--- src/rtl/core/pasf_pkg.sv ---
package pasf_pkg;

   localparam int MAX_ROW_PIXELS = 1024;
   localparam int ROW_BYTES      = 3 * MAX_ROW_PIXELS;
   localparam int STORE_DEPTH    = 2 * ROW_BYTES;
   localparam int POS_W          = $clog2(ROW_BYTES + 1);
   localparam int ADDR_W         = $clog2(STORE_DEPTH);
   localparam int PIX_W          = 11;
   localparam int SCORE_W        = 19;
   localparam int NUM_FILTERS    = 5;
   localparam int FILT_IDX_W     = 3;
   localparam int KIND_W         = 2;
   localparam int LEFT_DIST      = 3;

   localparam logic [SCORE_W-1:0] SCORE_MAX = {SCORE_W{1'b1}};

   localparam logic MODE_PUSH = 1'b0;
   localparam logic MODE_READ = 1'b1;

   localparam logic [KIND_W-1:0] KIND_TYPE    = 2'd0;
   localparam logic [KIND_W-1:0] KIND_DATA    = 2'd1;
   localparam logic [KIND_W-1:0] KIND_EMPTY   = 2'd2;
   localparam logic [KIND_W-1:0] KIND_REFUSED = 2'd3;

   localparam logic [FILT_IDX_W-1:0] FILT_NONE    = 3'd0;
   localparam logic [FILT_IDX_W-1:0] FILT_SUB     = 3'd1;
   localparam logic [FILT_IDX_W-1:0] FILT_UP      = 3'd2;
   localparam logic [FILT_IDX_W-1:0] FILT_AVERAGE = 3'd3;
   localparam logic [FILT_IDX_W-1:0] FILT_PAETH   = 3'd4;

   typedef logic [7:0] data_type;
   typedef logic [NUM_FILTERS-1:0][7:0] filt_vec_type;

   typedef struct packed {
      logic clear;
      logic accum;
      logic pick;
   } score_ctl_type;

   typedef struct packed {
      logic                  done;
      logic [FILT_IDX_W-1:0] best;
   } score_sts_type;

   // Magnitude of a filtered byte read as a signed value.
   function automatic data_type cost_of(input data_type v);
      data_type neg;
      begin
         neg = ~v + 8'd1;
         cost_of = v[7] ? neg : v;
      end
   endfunction

endpackage

--- src/rtl/core/pasf_score.sv ---
module pasf_score
   import pasf_pkg::*;
(
   input  logic          clock,
   input  logic          reset,
   input  score_ctl_type ctl,
   input  filt_vec_type  filt,
   output score_sts_type sts
);

   logic [SCORE_W-1:0]    scores_ff [NUM_FILTERS];
   logic [SCORE_W-1:0]    scores_in [NUM_FILTERS];
   logic                  picking_ff;
   logic                  picking_in;
   logic [FILT_IDX_W-1:0] idx_ff;
   logic [FILT_IDX_W-1:0] idx_in;
   logic [FILT_IDX_W-1:0] best_idx_ff;
   logic [FILT_IDX_W-1:0] best_idx_in;
   logic [SCORE_W-1:0]    best_val_ff;
   logic [SCORE_W-1:0]    best_val_in;
   logic [SCORE_W-1:0]    cand;
   logic                  less;
   logic [SCORE_W:0]      sum;

   localparam logic [FILT_IDX_W-1:0] LAST_IDX = FILT_IDX_W'(NUM_FILTERS - 1);

   always_comb begin
      cand = scores_ff[idx_ff];
      less = cand < best_val_ff;
      for (int t = 0; t < NUM_FILTERS; t++) begin
         sum = {1'b0, scores_ff[t]} + (SCORE_W + 1)'(cost_of(filt[t]));
         if (ctl.clear) begin
            scores_in[t] = '0;
         end else if (ctl.accum) begin
            scores_in[t] = sum[SCORE_W] ? SCORE_MAX : sum[SCORE_W-1:0];
         end else begin
            scores_in[t] = scores_ff[t];
         end
      end

      picking_in  = picking_ff;
      idx_in      = idx_ff;
      best_idx_in = best_idx_ff;
      best_val_in = best_val_ff;
      if (ctl.pick) begin
         // Type 0 seeds the search; a strict compare keeps ties on the lower type.
         picking_in  = 1'b1;
         idx_in      = FILT_IDX_W'(1);
         best_idx_in = FILT_NONE;
         best_val_in = scores_ff[FILT_NONE];
      end else if (picking_ff) begin
         if (less) begin
            best_idx_in = idx_ff;
            best_val_in = cand;
         end
         idx_in = idx_ff + FILT_IDX_W'(1);
         if (idx_ff == LAST_IDX) begin
            picking_in = 1'b0;
         end
      end
   end

   always_ff @(posedge clock) begin
      if (reset) begin
         for (int t = 0; t < NUM_FILTERS; t++) begin
            scores_ff[t] <= '0;
         end
         picking_ff <= 1'b0;
      end else begin
         for (int t = 0; t < NUM_FILTERS; t++) begin
            scores_ff[t] <= scores_in[t];
         end
         picking_ff <= picking_in;
      end
   end

   always_ff @(posedge clock) begin
      idx_ff      <= idx_in;
      best_idx_ff <= best_idx_in;
      best_val_ff <= best_val_in;
   end

   assign sts.done = picking_ff && (idx_ff == LAST_IDX);
   assign sts.best = less ? idx_ff : best_idx_ff;

endmodule

--- config.mk ---
export PLATFORM = sky130hd
export DESIGN_NAME = pasf_score
export DESIGN_NICKNAME = d
export VERILOG_FILES = /design/src/rtl/core/pasf_pkg.sv /design/src/rtl/core/pasf_score.sv
export SDC_FILE = /design/constraint.sdc
export NUM_CORES = 1
export LEC_CHECK = 0
export BUFFER_PORTS_ARGS = -buffer_cell sky130_fd_sc_hd__buf_2
export CORE_MARGIN = 3
export CORE_UTILIZATION = 55
export DETAILED_ROUTE_END_ITERATION = 8
export PLACE_DENSITY_LB_ADDON = 0.3
export REMOVE_ABC_BUFFERS = 1
export SYNTH_ARGS = -nofsm -noshare
export SYNTH_HDL_FRONTEND = slang
export SYNTH_SLANG_ARGS = --single-unit
export TNS_END_PERCENT = 30
--- constraint.sdc ---
create_clock -name clock -period 4.6 [get_ports clock]
set_input_delay 0.23 -clock clock [delete_from_list [all_inputs] [get_ports clock]]
set_output_delay 0.23 -clock clock [all_outputs]
set_load 0.02 [all_outputs]
After elaboration in Yosys (flattened, before gate mapping)
Memory sizes are Yosys's and may differ from the RTL's. A register that Yosys moved wholly into a read port is not among the register bits.
Index checks and enable logic that the tools add are counted.
{ "totals": {"output_inout_bits": 4, "mem_count": 1, "input_bits": 45, "rom_bits": 0, "reg_bits": 26, "ram_bits": 95, "latch_bits": 0} }
{ "op_classes": {"n_reduce_logical": 4, "div": 0, "mux": 37, "n_mul": 0, "n_shift": 0, "addsub": 11, "eq_ne": 1, "magnitude_cmp": 1, "n_bitwise": 10} }
{ "mem_list": {"columns": ["name", "depth", "word_bits", "read_ports", "rd_ports_with_merged_regs", "write_ports", "line_no", "rtl"], "rows": [
  ["scores_ff", 5, 19, 6, 1, 5, "pasf_score.sv:11", "logic [SCORE_W-1:0] scores_ff [NUM_FILTERS];"]
]} }
{ "ops": {"columns": ["cell", "count"], "rows": [
  ["$mux 19", 23],
  ["$add 19x8->20", 5],
  ["$add 8x1->8 const B", 5],
  ["$mux 8", 5],
  ["$not 8->8", 5],
  ["$lt 19x19->1", 1],
  ["$mux 3", 3],
  ["$mux 1", 6],
  ["$or 1x1->1", 5],
  ["$reduce_bool 2->1", 2],
  ["$add 3x1->3 const B", 1],
  ["$eq 3x3->1 const B", 1],
  ["$reduce_and 2->1", 1],
  ["$logic_and 1x1->1", 1]
]} }

Logic depth before layout (Yosys ltp)
{ "depth": {"depth_word": 8, "mapped_depth": 13} }

Least setup slack after synthesis
Ideal clock, no wire load.
{ "synth_path": {"path_type": "flip-flop to flip-flop", "start": "register (tool-made name)", "end": "register best_val_ff[0] (enable)", "period_less_slack_ns": 3.427, "path_stages_with_launch": 11, "required_time_ns": 4.302, "arrival_ns": 3.129, "setup_time_ns": 0.298, "setup_slack_ns": 1.173, "path_cell_list": "dfxtp_1 buf_6 buf_2 mux4_2 mux2_2 ha_1 nand4_1 nor4_1 a221oi_1 and4_4 or2_2"} }
{ "synth_rtl": {"columns": ["element", "line_no", "rtl"], "rows": [
  ["end signal, assigned", "pasf_score.sv:80", "best_val_ff <= best_val_in;"],
  ["end, declared", "pasf_score.sv:19", "logic [SCORE_W-1:0] best_val_ff;"]
]} }

==> results.tsv <==
stage	metric	value	unit
synth	synthTopCellsByArea	sky130_fd_sc_hd__dfxtp_1 24%, sky130_fd_sc_hd__ha_1 9.3%, sky130_fd_sc_hd__edfxtp_1 6.5%	
timing	fin_crit	4150	ps
floorplan	placement_rows	45	
setup_path	critical_path_class	reg -> out	
floorplan	start_util	56.9	%
timing	setup_repair_after_global_routing_missed_its_margin	false	
synth	yosys.cell_types.count	69	
routing	viasPerCell	6.01	
routing	number_of_optimization_iterations_in_the_first_detailed_route_pass	5	
synth	synth-edff-count	19	
synth	synth_top_cell_by_area	sky130_fd_sc_hd__dfxtp_1	
synth	asyncSetResetFlopFracSynth	0	%
timing	final-setup-viol-count	0	
grt	grt_start_max_net_pins	59	
power_and_ir_drop	worst_ir_drop_vdd	0.000271	V
grt	number_of_global_route_vias_before_repair	7143	
synth	netlist_area	8750	um2
setup_path	cp_max_fo	12	
synth	synth.yosys.warnings	0	
grt	track_usage	24.4	%
synth	synth.yosys.seq_area_share	30.6	%
setup_path	worst_ep_arrival_time	3920	ps
floorplan	design.die.area	17500	um2
synth	postSynthRegisterBits	124	
synth	syn_inst	985	
synth	synth_ff_type	sky130_fd_sc_hd__dfxtp_1	
clocking	cts.reportedPaths.clkPinSlew	60	ps
routing	post-route-drc-count	0	
place	detailed_place_hpwl	15.7	mm
status	run_status	completed	
finish	non_filler_instances	1251	
timing	setup_total_negative_slack	0	ps
power_and_ir_drop	final_total_power	2.89	mW
routing	starting_drt_drc_count	602	
clocking	htree_num_levels	4	
place	dp.cells	1219	
clocking	cts_setup_buffers	0	
setup_path	setup.worst_path.start_class	flop	
routing	wl	20.9	mm
power_and_ir_drop	power.share.combinational	16.8	%
timing	timing.clock.skew	9.24	ps
floorplan	die_height	132	um
clocking	cts-buffers-inserted	17	
finish	syn2layout_area_growth	11.2	%
finish	layout-drive-gt1-share	14.2	%
timing	final.setup.worst_slack	454	ps
power_and_ir_drop	seq_power_share	40.9	%
floorplan	top_level_ports	49	
clocking	cts-root-to-sink-buffers	2	
timing	hold_violations	0	
clocking	clock_tree.root_cell	sky130_fd_sc_hd__clkbuf_16	
grt	antenna_found_initial	0	
setup_path	worst_r2r_path_depth	9	
timing	fmax	241	MHz
floorplan	floorplan.die.width	132	um
finish	fin_area	9730	um2
routing	final_antenna_net_count	0	
grt	globalRouteOverflowTotal	0	
clocking	clock_latency_on_the_worst_skew_pair	420	ps
setup_path	cp-end-kind	output port	
routing	wire_per_inst	16.7	um
power_and_ir_drop	cell_internal_pwr	2.14	mW
power_and_ir_drop	static-leakage-power	3.94	nW
clocking	clock_sink_count	124	
power_and_ir_drop	power.density	298	nW/um2
power_and_ir_drop	power_spent_charging_and_discharging_nets	757	uW
place	placement.io_buffers	48	
place	placed_cell_area	9180	um2
timing	worst_slew_margin_rel	37.4	%
finish	antenna_cells_inserted	0	
place	globalplace.congestion	0.886	
clocking	cts_tree	built	
synth	mean_post_synth_cell_area	8.88	um2
floorplan	core-area	15400	um2
power_and_ir_drop	switching_share_of_power	26.2	%
job	maxCapViolCount	0	
synth	post-synth-top-area-fraction	24.0	%
setup_path	critPathRequiredTime	4370	ps
routing	vias	7522	
timing	actual_slew_at_the_worst_max_slew_pin	931	ps
place	dpl_worst_slack	770	ps
worst_hold_path	count_of_cells_along_the_worst_hold_path	4	
power_and_ir_drop	clock_power_share	42.3	%
grt	grt_first_pass_wirelength	35.2	mm
finish	number_of_nets_in_the_final_layout	1143	
timing	slew_viol_final	0	
worst_hold_path	timing.hold.worst.class	in -> reg	
timing	layout_worst_path_cycle_share	90.1	%
-- registers in the layout (all words and copies together), names as in the netlist, named ones only --
register,cells
picking_ff,1
scores_ff,95
best_val_ff,19
best_idx_ff,3
idx_ff,3
-- repair_timing --
item | in CTS | in global routing
hold buffers | 1 | 0
resized for setup | 0 | 0
endpoints found under the hold margin | 1 | 0
-- synth_stat cells (4+ instances only) --
cell and instances:
sky130_fd_sc_hd__o31ai_1 7, sky130_fd_sc_hd__a31oi_1 25, sky130_fd_sc_hd__a41oi_1 5, sky130_fd_sc_hd__fa_1 5, sky130_fd_sc_hd__and3_1 17, sky130_fd_sc_hd__dfxtp_1 105, sky130_fd_sc_hd__a211oi_1 12, sky130_fd_sc_hd__ha_1 65
sky130_fd_sc_hd__a221oi_1 4, sky130_fd_sc_hd__a21o_1 11, sky130_fd_sc_hd__a21oi_1 69, sky130_fd_sc_hd__nand3_1 25, sky130_fd_sc_hd__xor2_1 17, sky130_fd_sc_hd__mux2i_1 8, sky130_fd_sc_hd__mux4_1 7, sky130_fd_sc_hd__nor2b_1 10
sky130_fd_sc_hd__mux2_2 36, sky130_fd_sc_hd__o31a_1 5, sky130_fd_sc_hd__mux4_2 12, sky130_fd_sc_hd__nand2_1 79, sky130_fd_sc_hd__and4b_1 4, sky130_fd_sc_hd__xnor2_1 58, sky130_fd_sc_hd__o221a_2 9, sky130_fd_sc_hd__buf_2 5
sky130_fd_sc_hd__nand2b_1 11, sky130_fd_sc_hd__clkbuf_1 25, sky130_fd_sc_hd__or3_1 6, sky130_fd_sc_hd__o21ai_0 83, sky130_fd_sc_hd__edfxtp_1 19, sky130_fd_sc_hd__inv_1 61, sky130_fd_sc_hd__and2_1 14, sky130_fd_sc_hd__o211ai_1 4
sky130_fd_sc_hd__nand4_1 11, sky130_fd_sc_hd__o21a_1 10, sky130_fd_sc_hd__o41ai_1 4, sky130_fd_sc_hd__nor3_1 21, sky130_fd_sc_hd__nor2_1 57, sky130_fd_sc_hd__nor4_1 8
-- cell families (layout without fill, tap and decap cells) --
family                     after synthesis  in the layout  synth area share (%)
AOI/OAI and AO/OA                      279            279                  20.4
xor gates and xnor gates                75             75                  7.51
adders and majority gates               70             70                  10.4
buffers and inverters                   94            149                  4.19
DFF                                    124            124                  30.6
muxes                                   63             63                  10.7
and+or+nand+nor                        280            280                  16.1
-- placed cells by master (no fill, tap or decap), types with 9 or more instances in the layout --
master	n
sky130_fd_sc_hd__a21o_1	11
sky130_fd_sc_hd__nand3_1	25
sky130_fd_sc_hd__a21oi_1	69
sky130_fd_sc_hd__and2_1	14
sky130_fd_sc_hd__a31oi_1	25
sky130_fd_sc_hd__nor2b_1	10
sky130_fd_sc_hd__xor2_1	17
sky130_fd_sc_hd__nor2_1	56
sky130_fd_sc_hd__o21a_1	10
sky130_fd_sc_hd__clkbuf_16	18
sky130_fd_sc_hd__inv_1	61
sky130_fd_sc_hd__edfxtp_1	19
sky130_fd_sc_hd__mux4_2	12
sky130_fd_sc_hd__dfxtp_1	105
sky130_fd_sc_hd__nor3_1	21
sky130_fd_sc_hd__nand4_1	11
sky130_fd_sc_hd__xnor2_1	58
sky130_fd_sc_hd__nand2_1	79
sky130_fd_sc_hd__mux2_2	36
sky130_fd_sc_hd__buf_2	48
sky130_fd_sc_hd__and3_1	17
sky130_fd_sc_hd__a211oi_1	12
sky130_fd_sc_hd__nand2b_1	11
sky130_fd_sc_hd__o21ai_0	83
sky130_fd_sc_hd__o221a_2	9
sky130_fd_sc_hd__ha_1	65
-- power groups by stage --
| stage | clock (mW) | sequential [mW] | combinational (mW) |
|---|---|---|---|
| final | 1.22 | 1.18 | 0.487 |
| after global routing | 1.29 | 1.19 | 0.549 |
| after CTS | 1.23 | 1.18 | 0.485 |
| after floorplan | 0 | 1.19 | 0.348 |
| after global placement | 0 | 1.20 | 0.471 |
| after detailed placement | 0 | 1.20 | 0.480 |
-- stage by stage --
stage                     hold WS (ps)  util, %
final                              205     63.3
after global routing               245     63.3
after CTS                          202     63.3
after detailed placement           441     59.7
after global placement             430     59.7
after floorplan                    302        -
-- per-layer routing --
metal  routed length [um]  vias to the layer above  track usage [%]
met5                    0                        -                0
met4                  329                        0             6.77
met3                 1050                       33             4.50
met2                 9860                      194             40.5
met1                 9700                     3553             32.7
li1                     -                     3742                -
-- final timing paths --
path	startpoint	end	slack, ps
setup / recovery	flop	sts[2]	450
hold / removal	filt[0]	scores_ff[0][0]	200
setup reg to reg	flop	best_val_ff[11]	750
hold reg to reg	best_idx_ff[0]	best_idx_ff[0]	500
-- worst max-delay path, cell delays in order, from the launching register on --
cell	delay [ps]
sky130_fd_sc_hd__dfxtp_1	720
sky130_fd_sc_hd__buf_4	240
sky130_fd_sc_hd__mux4_2	480
sky130_fd_sc_hd__mux2_2	280
sky130_fd_sc_hd__ha_1	290
sky130_fd_sc_hd__nand4_1	130
sky130_fd_sc_hd__nor4_1	440
sky130_fd_sc_hd__a221oi_1	190
sky130_fd_sc_hd__nand4_2	210
sky130_fd_sc_hd__mux2_2	350
sky130_fd_sc_hd__buf_2	160
-- area by class of cell --
type	count	area [um2]
flip-flops and latches	124	2670
fillers	1338	5640
clock inverters	1	5.00
well taps	211	264
multi-input cells	767	5710
inverters	61	229
repair buffers	57	310
clock buffers	30	536
No activity file was read; power rests on OpenSTA's default activity.
