**config.mk**
```make
export PLATFORM = sky130hd
export DESIGN_NAME = pasf_filter
export DESIGN_NICKNAME = d
export VERILOG_FILES = /design/src/rtl/core/pasf_pkg.sv /design/src/rtl/core/pasf_filter.sv
export SDC_FILE = /design/constraint.sdc
export NUM_CORES = 1
export LEC_CHECK = 0
export BUFFER_PORTS_ARGS = -buffer_cell sky130_fd_sc_hd__buf_2
export CORE_AREA = 2 2 104 106
export DETAILED_ROUTE_END_ITERATION = 12
export DIE_AREA = 0 0 106 108
export PLACE_DENSITY = 0.73
export SLEW_MARGIN = 15
export SYNTH_ARGS = -nofsm -noshare
export SYNTH_HDL_FRONTEND = slang
export SYNTH_SLANG_ARGS = --single-unit
```
**constraint.sdc**
```tcl
create_clock -name clock -period 12.7 [get_ports clock]
set_clock_uncertainty 0.1 [all_clocks]
set_input_delay 2.54 -clock clock [delete_from_list [all_inputs] [get_ports clock]]
set_output_delay 2.54 -clock clock [all_outputs]
set_load 0.02 [all_outputs]
```
**src/rtl/core/pasf_pkg.sv**
```systemverilog
package pasf_pkg;

   localparam int MAX_ROW_PIXELS = 1024;
   localparam int ROW_BYTES      = 3 * MAX_ROW_PIXELS;
   localparam int STORE_DEPTH    = 2 * ROW_BYTES;
   localparam int POS_W          = $clog2(ROW_BYTES + 1);
   localparam int ADDR_W         = $clog2(STORE_DEPTH);
   localparam int PIX_W          = 11;
   localparam int SCORE_W        = 19;
   localparam int NUM_FILTERS    = 5;
   localparam int FILT_IDX_W     = 3;
   localparam int KIND_W         = 2;
   localparam int LEFT_DIST      = 3;

   localparam logic [SCORE_W-1:0] SCORE_MAX = {SCORE_W{1'b1}};

   localparam logic MODE_PUSH = 1'b0;
   localparam logic MODE_READ = 1'b1;

   localparam logic [KIND_W-1:0] KIND_TYPE    = 2'd0;
   localparam logic [KIND_W-1:0] KIND_DATA    = 2'd1;
   localparam logic [KIND_W-1:0] KIND_EMPTY   = 2'd2;
   localparam logic [KIND_W-1:0] KIND_REFUSED = 2'd3;

   localparam logic [FILT_IDX_W-1:0] FILT_NONE    = 3'd0;
   localparam logic [FILT_IDX_W-1:0] FILT_SUB     = 3'd1;
   localparam logic [FILT_IDX_W-1:0] FILT_UP      = 3'd2;
   localparam logic [FILT_IDX_W-1:0] FILT_AVERAGE = 3'd3;
   localparam logic [FILT_IDX_W-1:0] FILT_PAETH   = 3'd4;

   typedef logic [7:0] data_type;
   typedef logic [NUM_FILTERS-1:0][7:0] filt_vec_type;

   typedef struct packed {
      logic clear;
      logic accum;
      logic pick;
   } score_ctl_type;

   typedef struct packed {
      logic                  done;
      logic [FILT_IDX_W-1:0] best;
   } score_sts_type;

   // Magnitude of a filtered byte read as a signed value.
   function automatic data_type cost_of(input data_type v);
      data_type neg;
      begin
         neg = ~v + 8'd1;
         cost_of = v[7] ? neg : v;
      end
   endfunction

endpackage

```
**src/rtl/core/pasf_filter.sv**
```systemverilog
module pasf_filter
   import pasf_pkg::*;
(
   input  logic         clock,
   input  logic         load,
   input  data_type     cur,
   input  data_type     left,
   input  data_type     up,
   input  data_type     up_left,
   output filt_vec_type filt
);

   filt_vec_type filt_ff;
   filt_vec_type filt_in;

   logic [8:0] sum_ab;
   logic [9:0] c_twice;
   logic [9:0] pa;
   logic [9:0] pb;
   logic [9:0] pc;
   data_type   avg;
   data_type   paeth;

   always_comb begin
      sum_ab  = {1'b0, left} + {1'b0, up};
      c_twice = {1'b0, up_left, 1'b0};
      avg     = sum_ab[8:1];
      pa      = (up >= up_left) ? 10'(up - up_left) : 10'(up_left - up);
      pb      = (left >= up_left) ? 10'(left - up_left) : 10'(up_left - left);
      pc      = ({1'b0, sum_ab} >= c_twice) ? ({1'b0, sum_ab} - c_twice)
                                            : (c_twice - {1'b0, sum_ab});
      if (pa <= pb && pa <= pc) begin
         paeth = left;
      end else if (pb <= pc) begin
         paeth = up;
      end else begin
         paeth = up_left;
      end
      filt_in               = '0;
      filt_in[FILT_NONE]    = cur;
      filt_in[FILT_SUB]     = cur - left;
      filt_in[FILT_UP]      = cur - up;
      filt_in[FILT_AVERAGE] = cur - avg;
      filt_in[FILT_PAETH]   = cur - paeth;
   end

   always_ff @(posedge clock) begin
      if (load) begin
         filt_ff <= filt_in;
      end
   end

   assign filt = filt_ff;

endmodule

```
---- Yosys cells after proc, flatten, opt, wreduce, memory -nomap -nowiden ----
Index checks and enable logic that the tools add are counted.
storage, ports and cells
  register bits after elaboration ......... 40
  input port bits ......................... 34
  output and inout port bits .............. 40
  logic and storage cells ................. 28
cells by class
  add/subtract/negate cells ............... 11
  order comparisons ....................... 6
  mux-type cells .......................... 5
  reduce and logical (&&, ||, !) cells .... 1
operators with widths
  operator             number
  $sub A8 B8 Y9        4
  $sub A8 B8 Y8        4
  $le A10 B10 Y1       3
  $mux W10             3
  $sub A9 B9 Y10       2
  $ge A8 B8 Y1         2
  $mux W8              2
  $add A8 B8 Y9        1
  $ge A9 B9 Y1         1
  $logic_and A1 B1 Y1  1

---- Longest topological paths before layout ----
Gate-level depths: netlist (run 1).
  depth after elaboration ................. 7
  depth in mapped cells ................... 42
  gate-level depth less buffers ........... 41

---- Worst setup path after synthesis (run 1) ----
Ideal clock, no wire load.
  path kind ............................... input -> register
  start point ............................. input left[0]
  end point ............................... register filt_ff (netlist bit filt[39]), data pin
  setup time .............................. 270 ps
  arrival time ............................ 9,582 ps
  data required time ...................... 12,330 ps
  setup slack ............................. 2,747 ps
  cell stages on the path ................. 41
  buffers on the path ..................... 1
  cell sequence ........................... ha_1 -> fa_1 -> a21oi_1 -> nor2_1 -> nor2_1 -> o21bai_1 -> a21oi_1 -> o21bai_1 -> a21oi_1 -> inv_1 -> ha_1 -> and4_4 -> a221oi_4 -> inv_1 -> a2111oi_0 -> o311ai_1 -> a21oi_1 -> o221ai_1 -> (+5 left out) -> nor2_1 -> and3_1 -> inv_1 -> o311a_1 -> a21o_1 -> buf_6 -> mux2i_1 -> ha_1 -> nor2b_1 -> o21ai_0 -> a21boi_0 -> o21ai_0 -> a21boi_0 -> o21ai_0 -> a21boi_0 -> or3_1 -> a21boi_1 -> a311oi_1
RTL lines
  element                 line               RTL
  start: declaration      pasf_filter.sv:7   input data_type left,
  end signal: assignment  pasf_filter.sv:49  filt_ff <= filt_in;
  end: declaration        pasf_filter.sv:13  filt_vec_type filt_ff;

==> metrics.cfg, run 1 <==
[status]
outcome=finished clean

[timing]
fmax_mhz=90.1
tightest_slew_ps=830
slew_viol_final=0
finalCritPeriodShare_pct=87.4
tns_ps=0
fin_crit_ps=11090
finalHoldViolations=0
slew-limit-headroom_pct=44.6
rsz0062_at_grt=no
setup-violations-final=0

[placed_design]
dpl_cell_area_um2=6070
place.gp.congestion=0.908
place_hpwl_um=12100
portBuffers=73

[yosys]
synth-xor-area-share_pct=8.13
yosysUniqueCellTypes=65
seq_area_frac_synth_pct=21.4
synth_compound_gate_area_share_pct=19.3
synth_edf_count=40
synth.area.top_cells=ha_1, edfxtp_1, inv_1
yosys.area_share.adder_pct=28.8
synth_area_um2=5600
netlist_instances=605
synth_top_cell_by_area=ha_1
synth_top_family_by_area=adder cells
yosys.area_share.simple_pct=10.9
async_reset_ff_share_pct=0
syn_area_per_cell_um2=9.26
synth_top_area_share_pct=24.6
muxShareOfSynthArea_pct=4.76
synth_nets=760
synth-seq-cells=40
yosys_warnings=0
ys.flop_type=edfxtp_1

[cells_and_area]
antenna_cells=0
num-nets-final=828
design_area_um2=6200
largest_register_ffs=40
drive_gt1_share_pct=15.0
final_common_cell=ha_1
syn2layout_area_growth_pct=10.6
final_cell_mix=ha_1, inv_1, buf_2, a21oi_1, edfxtp_1

[pwr]
pwr-share-comb_pct=66.6
p_leak_uw=0.00307
power_density_nw_per_um2=154
power_uw=953
pwr-share-seq_pct=20.9
peakVddDrop_uv=81.9
intPower_uw=532
clkPwrFrac_pct=12.5
p_sw_uw=421
netSwitchingFraction_pct=44.1

[detailed_routing]
drtAntennaViolNets=0
drt_iter0_markers=193
wire_per_inst_um=17.3
vias=4701
avgViaCountPerCell=5.81
drt-total-wl_um=14000
drc=0
drtPass1Iterations=5

[clock_network]
cts_buffers=5
clockBufferDepth=2
post_cts_buffers=0
tritoncts=yes
clkTransAtPathRegs_ps=80
root_buffer=clkbuf_8
cts_hold_buf=0
htreeDepth=2
cts.repair.resized=0
cts_sinks=40

[global_route]
grt_pass1_vias=4771
use_met1_pct=30.6
busiest_layer=met2
met3_usage_pct=1.69
grt_start_max_net_pins=41
gr-total-overflow=0
antenna_found_initial=0
met2_usage_pct=47.0
grt_pass1_wl_um=22500
grtUsageTotal_pct=25.2

[floorplan]
start_util_pct=54.8
die_y_um=108
rows=37
pin_count=74
die_area_um2=11400
die_x_um=106
coreArea_um2=10200

[setup_path]
cp_data_required_time_ps=12640
cp-end-kind=register
critPathMaxFanout=15
path_class=input port to register
slowest_stage=ha_1
setup.worst_path.start=left[0]
cp_slowest_stage_delay_ps=420
cp_data_arrival_time_ps=11030
cp-endpoint=filt[39]$_DFFE_PP_
critPathLaunchType=input port

[min_path]
hold_path.class=input port to register

[job]
cap_violations=0

[logic make-up after synthesis]
family | Yosys count
AOI/OAI and AO/OA | 158
DFF | 40
muxes | 26
xor gates and xnor gates | 49
adders and majority gates | 123
buffers and inverters | 93
and+or+nand+nor | 116
[metrics by stage]
step                      hold WS (ps)  cells  setup WS (ps)  utilization [%]
after floorplan                   2540    605           2750                -
after CTS                         2320    809           1700             60.6
after detailed placement          2640    802           1390             59.3
after global routing              2320    809            774             60.6
after global placement            2630    802           1820             59.3
final                             2340    809           1610             60.6
[power groups by stage]
stage	clock network (uW)	registers, uW	logic [uW]
2_1_floorplan	0	245	431
5_1_grt	127	202	703
3_5_place_dp	0	202	628
4_1_cts	121	200	631
6_report	119	199	635
3_3_place_gp	0	202	608
[synthesized netlist by cell type (2+ instances only)]
cell type	count
o21a_1	3
nand3_1	12
a221oi_1	2
a221o_1	2
fa_1	11
nor2b_1	10
mux2_2	5
clkbuf_1	8
o311a_1	2
inv_1	81
o31ai_1	3
a21boi_1	2
nand4b_1	3
ha_1	110
o21bai_1	11
and3_1	2
nand2_1	38
maj3_1	2
or3_1	5
xor2_1	16
o211ai_1	3
o21ai_0	33
nor2_1	16
a211oi_1	5
o31a_1	2
buf_6	3
o221ai_1	2
a21boi_0	4
nand2b_1	11
mux2i_1	21
edfxtp_1	40
xnor2_1	31
nand4_1	7
nor3_1	3
a21oi_1	43
a21oi_2	2
a21o_1	23
[worst max-delay path: cells and delay by family]
| kind | cells | cell delay, ps |
|---|---|---|
| AO/OA/AOI/OAI | 19 | 3990 |
| adder cells (fa/ha/maj) | 5 | 1660 |
| buffers and inverters | 3 | 280 |
| multiplexers | 2 | 610 |
| AND/OR/NAND/NOR | 11 | 1910 |
[worst min path at each step]
stage | start | to | slack (ps) | cells after the start
3_3_place_gp | cur[0] | filt[0]$_DFFE_PP_ | 2630 | 1
2_1_floorplan | cur[0] | filt[0]$_DFFE_PP_ | 2540 | 0
6_report | cur[0] | filt[0]$_DFFE_PP_ | 2340 | 1
3_5_place_dp | cur[0] | filt[0]$_DFFE_PP_ | 2640 | 1
5_1_grt | cur[0] | filt[0]$_DFFE_PP_ | 2320 | 1
4_1_cts | cur[0] | filt[0]$_DFFE_PP_ | 2320 | 1
[routing by layer]
layer / vias to the layer above / share of wire, % / wire, um
li1: 2298 / - / -
met1: 2244 / 43 / 6080
met2: 133 / 51 / 7140
met3: 26 / 3.3 / 470
met4: 0 / 2.4 / 342
met5: - / 0 / 0
[area by class of cell]
class	count	area [um2]
clock buffer	5	68.8
clock inverter	2	60.1
fill	897	4030
inverter	81	304
multi-input combinational	472	4030
sequential	40	1200
tap	136	170
timing repair buffer	73	365
Power figures use the tool's default switching activity.
==> run 2: changes to the inputs <==
- clock period: 12.7 -> 10.9 ns (I/O delays scaled with it)
==> metrics.cfg, run 2 (synthesized netlist as in run 1, its figures left out) <==
[status]
outcome=finished clean

[floorplan]
coreArea_um2=10200  ; unchanged
start_util_pct=54.8  ; unchanged
die_y_um=108  ; unchanged
pin_count=74  ; unchanged
rows=37  ; unchanged
die_x_um=106  ; unchanged
die_area_um2=11400  ; unchanged

[cells_and_area]
num-nets-final=833  ; +0.60%
design_area_um2=6240  ; +0.67%
largest_register_ffs=40  ; unchanged
antenna_cells=0  ; unchanged
final_cell_mix=ha_1, inv_1, buf_2, a21oi_1, edfxtp_1
drive_gt1_share_pct=16.2  ; +1.2 points
final_common_cell=ha_1
syn2layout_area_growth_pct=11.4
fin_util_pct=61.0  ; +0.40 points
fillers=957  ; +6.7%

[pwr]
p_sw_uw=498  ; +18%
intPower_uw=610  ; +15%
clkPwrFrac_pct=10.6  ; -1.9 points
peakVddDrop_uv=102  ; +24%
power_density_nw_per_um2=177  ; +15%
pwr-share-comb_pct=68.4  ; +1.8 points
p_leak_uw=0.00309  ; +0.70%
pwr-share-seq_pct=21.0  ; about the same
power_uw=1110  ; +16%
netSwitchingFraction_pct=44.9  ; +0.80 points

[detailed_routing]
vias=4722  ; +0.45%
drtPass1Iterations=5  ; unchanged
wire_per_inst_um=18.3  ; +5.8%
drtAntennaViolNets=0  ; unchanged
drt_iter0_markers=215  ; +11%
drt-total-wl_um=15000  ; +6.5%
avgViaCountPerCell=5.79  ; -0.29%
drc=0  ; unchanged

[min_path]
min_path_cells=1  ; unchanged
hold_path.class=input port to register
hp-start=cur[0]
worstHoldEndpoint=filt[0]$_DFFE_PP_

[global_route]
grt_pass1_wl_um=23600  ; +4.6%
grtUsageTotal_pct=26.5  ; +1.4 points
gr-total-overflow=0  ; unchanged
antenna_found_initial=0  ; unchanged
grt_pass1_vias=4873  ; +2.1%
grt_start_max_net_pins=41  ; unchanged

[placed_design]
dpl_cell_area_um2=6090  ; +0.25%
dpl_worst_slack_ps=95.6  ; -1300 ps
place.gp.congestion=0.885  ; -2.6%
place_hpwl_um=12800  ; +5.3%
portBuffers=73  ; unchanged

[setup_path]
cp-end-kind=register
critPathMaxFanout=8  ; -7
crit_top_cell=ha_1
path_class=input port to register
cp_data_arrival_time_ps=10170  ; -860 ps
slowest_stage=ha_1
cp_slowest_stage_delay_ps=470  ; +50 ps
critPathLaunchType=input port
cp_data_required_time_ps=10840  ; -1800 ps

[timing]
tns_ps=0  ; unchanged
setup-violations-final=0  ; unchanged
fmax_mhz=97.7
fin_ws_ps=662  ; -943 ps
tightest_slew_ps=856  ; +26.0 ps
slew_viol_final=0  ; unchanged
finalHoldViolations=0  ; unchanged
finalCritPeriodShare_pct=93.9
fin_crit_ps=10240
slew-limit-headroom_pct=42.9  ; -1.7 points

[clock_network]
cts_buffers=5  ; unchanged
clockBufferDepth=2  ; unchanged
root_buffer=clkbuf_8
htreeDepth=2  ; unchanged
tritoncts=yes
cts_sinks=40  ; unchanged
clkTransAtPathRegs_ps=80  ; about the same

[job]
cap_violations=0  ; unchanged

==> run 2: worst max-delay path by stage <==
stage / start / end / cells after the start
2_1_floorplan: left[0] / filt[39]$_DFFE_PP_ / 41
5_1_grt: left[0] / filt[39]$_DFFE_PP_ / 42
3_5_place_dp: left[0] / filt[39]$_DFFE_PP_ / 41
3_3_place_gp: left[0] / filt[39]$_DFFE_PP_ / 41
6_report: left[0] / filt[39]$_DFFE_PP_ / 42
4_1_cts: left[0] / filt[39]$_DFFE_PP_ / 41
==> run 2: area by class of cell <==
cell class,instances,area [um2],share of cell area (%)
inverters,81,304,4.87
repair buffers,78,403,6.46
well taps,136,170,2.73
clock inverters,2,35.0,0.561
clock buffers,6,72.6,1.16
flip-flops and latches,40,1200,19.2
multi-input cells,472,4060,65.0
==> run 2: critical path, delay by kind of cell <==
kind,cells,cell delay [ps]
simple gates,10,1610
fa+ha+maj,5,1750
mux,1,130
compound gates,20,3680
buf+inv,6,800
==> run 2: timing repair <==
item,in CTS,in global routing
hold buffers,0,0
buffers inserted,0,3
gates resized for setup,0,9
setup endpoints to repair,0,1
==> run 2: stage by stage <==
step | hold slack, ps | cells
CTS | 1960 | 812
finish | 1970 | 815
global route | 1970 | 815
global placement | 2270 | 804
detailed placement | 2280 | 804
floorplan | 2180 | 605
==> run 2: power by group through the flow <==
stage          Clock, uW  Combinational [uW]  Sequential, uW
2_1_floorplan          0                 502             286
3_3_place_gp           0                 715             235
3_5_place_dp           0                 738             237
4_1_cts              118                 742             233
5_1_grt              123                 839             236
6_report             117                 758             233
==> run 2: metal layers <==
metal | vias up | global-route usage [%] | routed length (um) | part of all wire [%]
met2 | 158 | 49.7 | 7650 | 51
met4 | 0 | 10.8 | 486 | 3.2
li1 | 2292 | - | - | -
met3 | 35 | 1.93 | 652 | 4.4
met1 | 2237 | 31.5 | 6160 | 41
met5 | - | 0 | 0 | 0
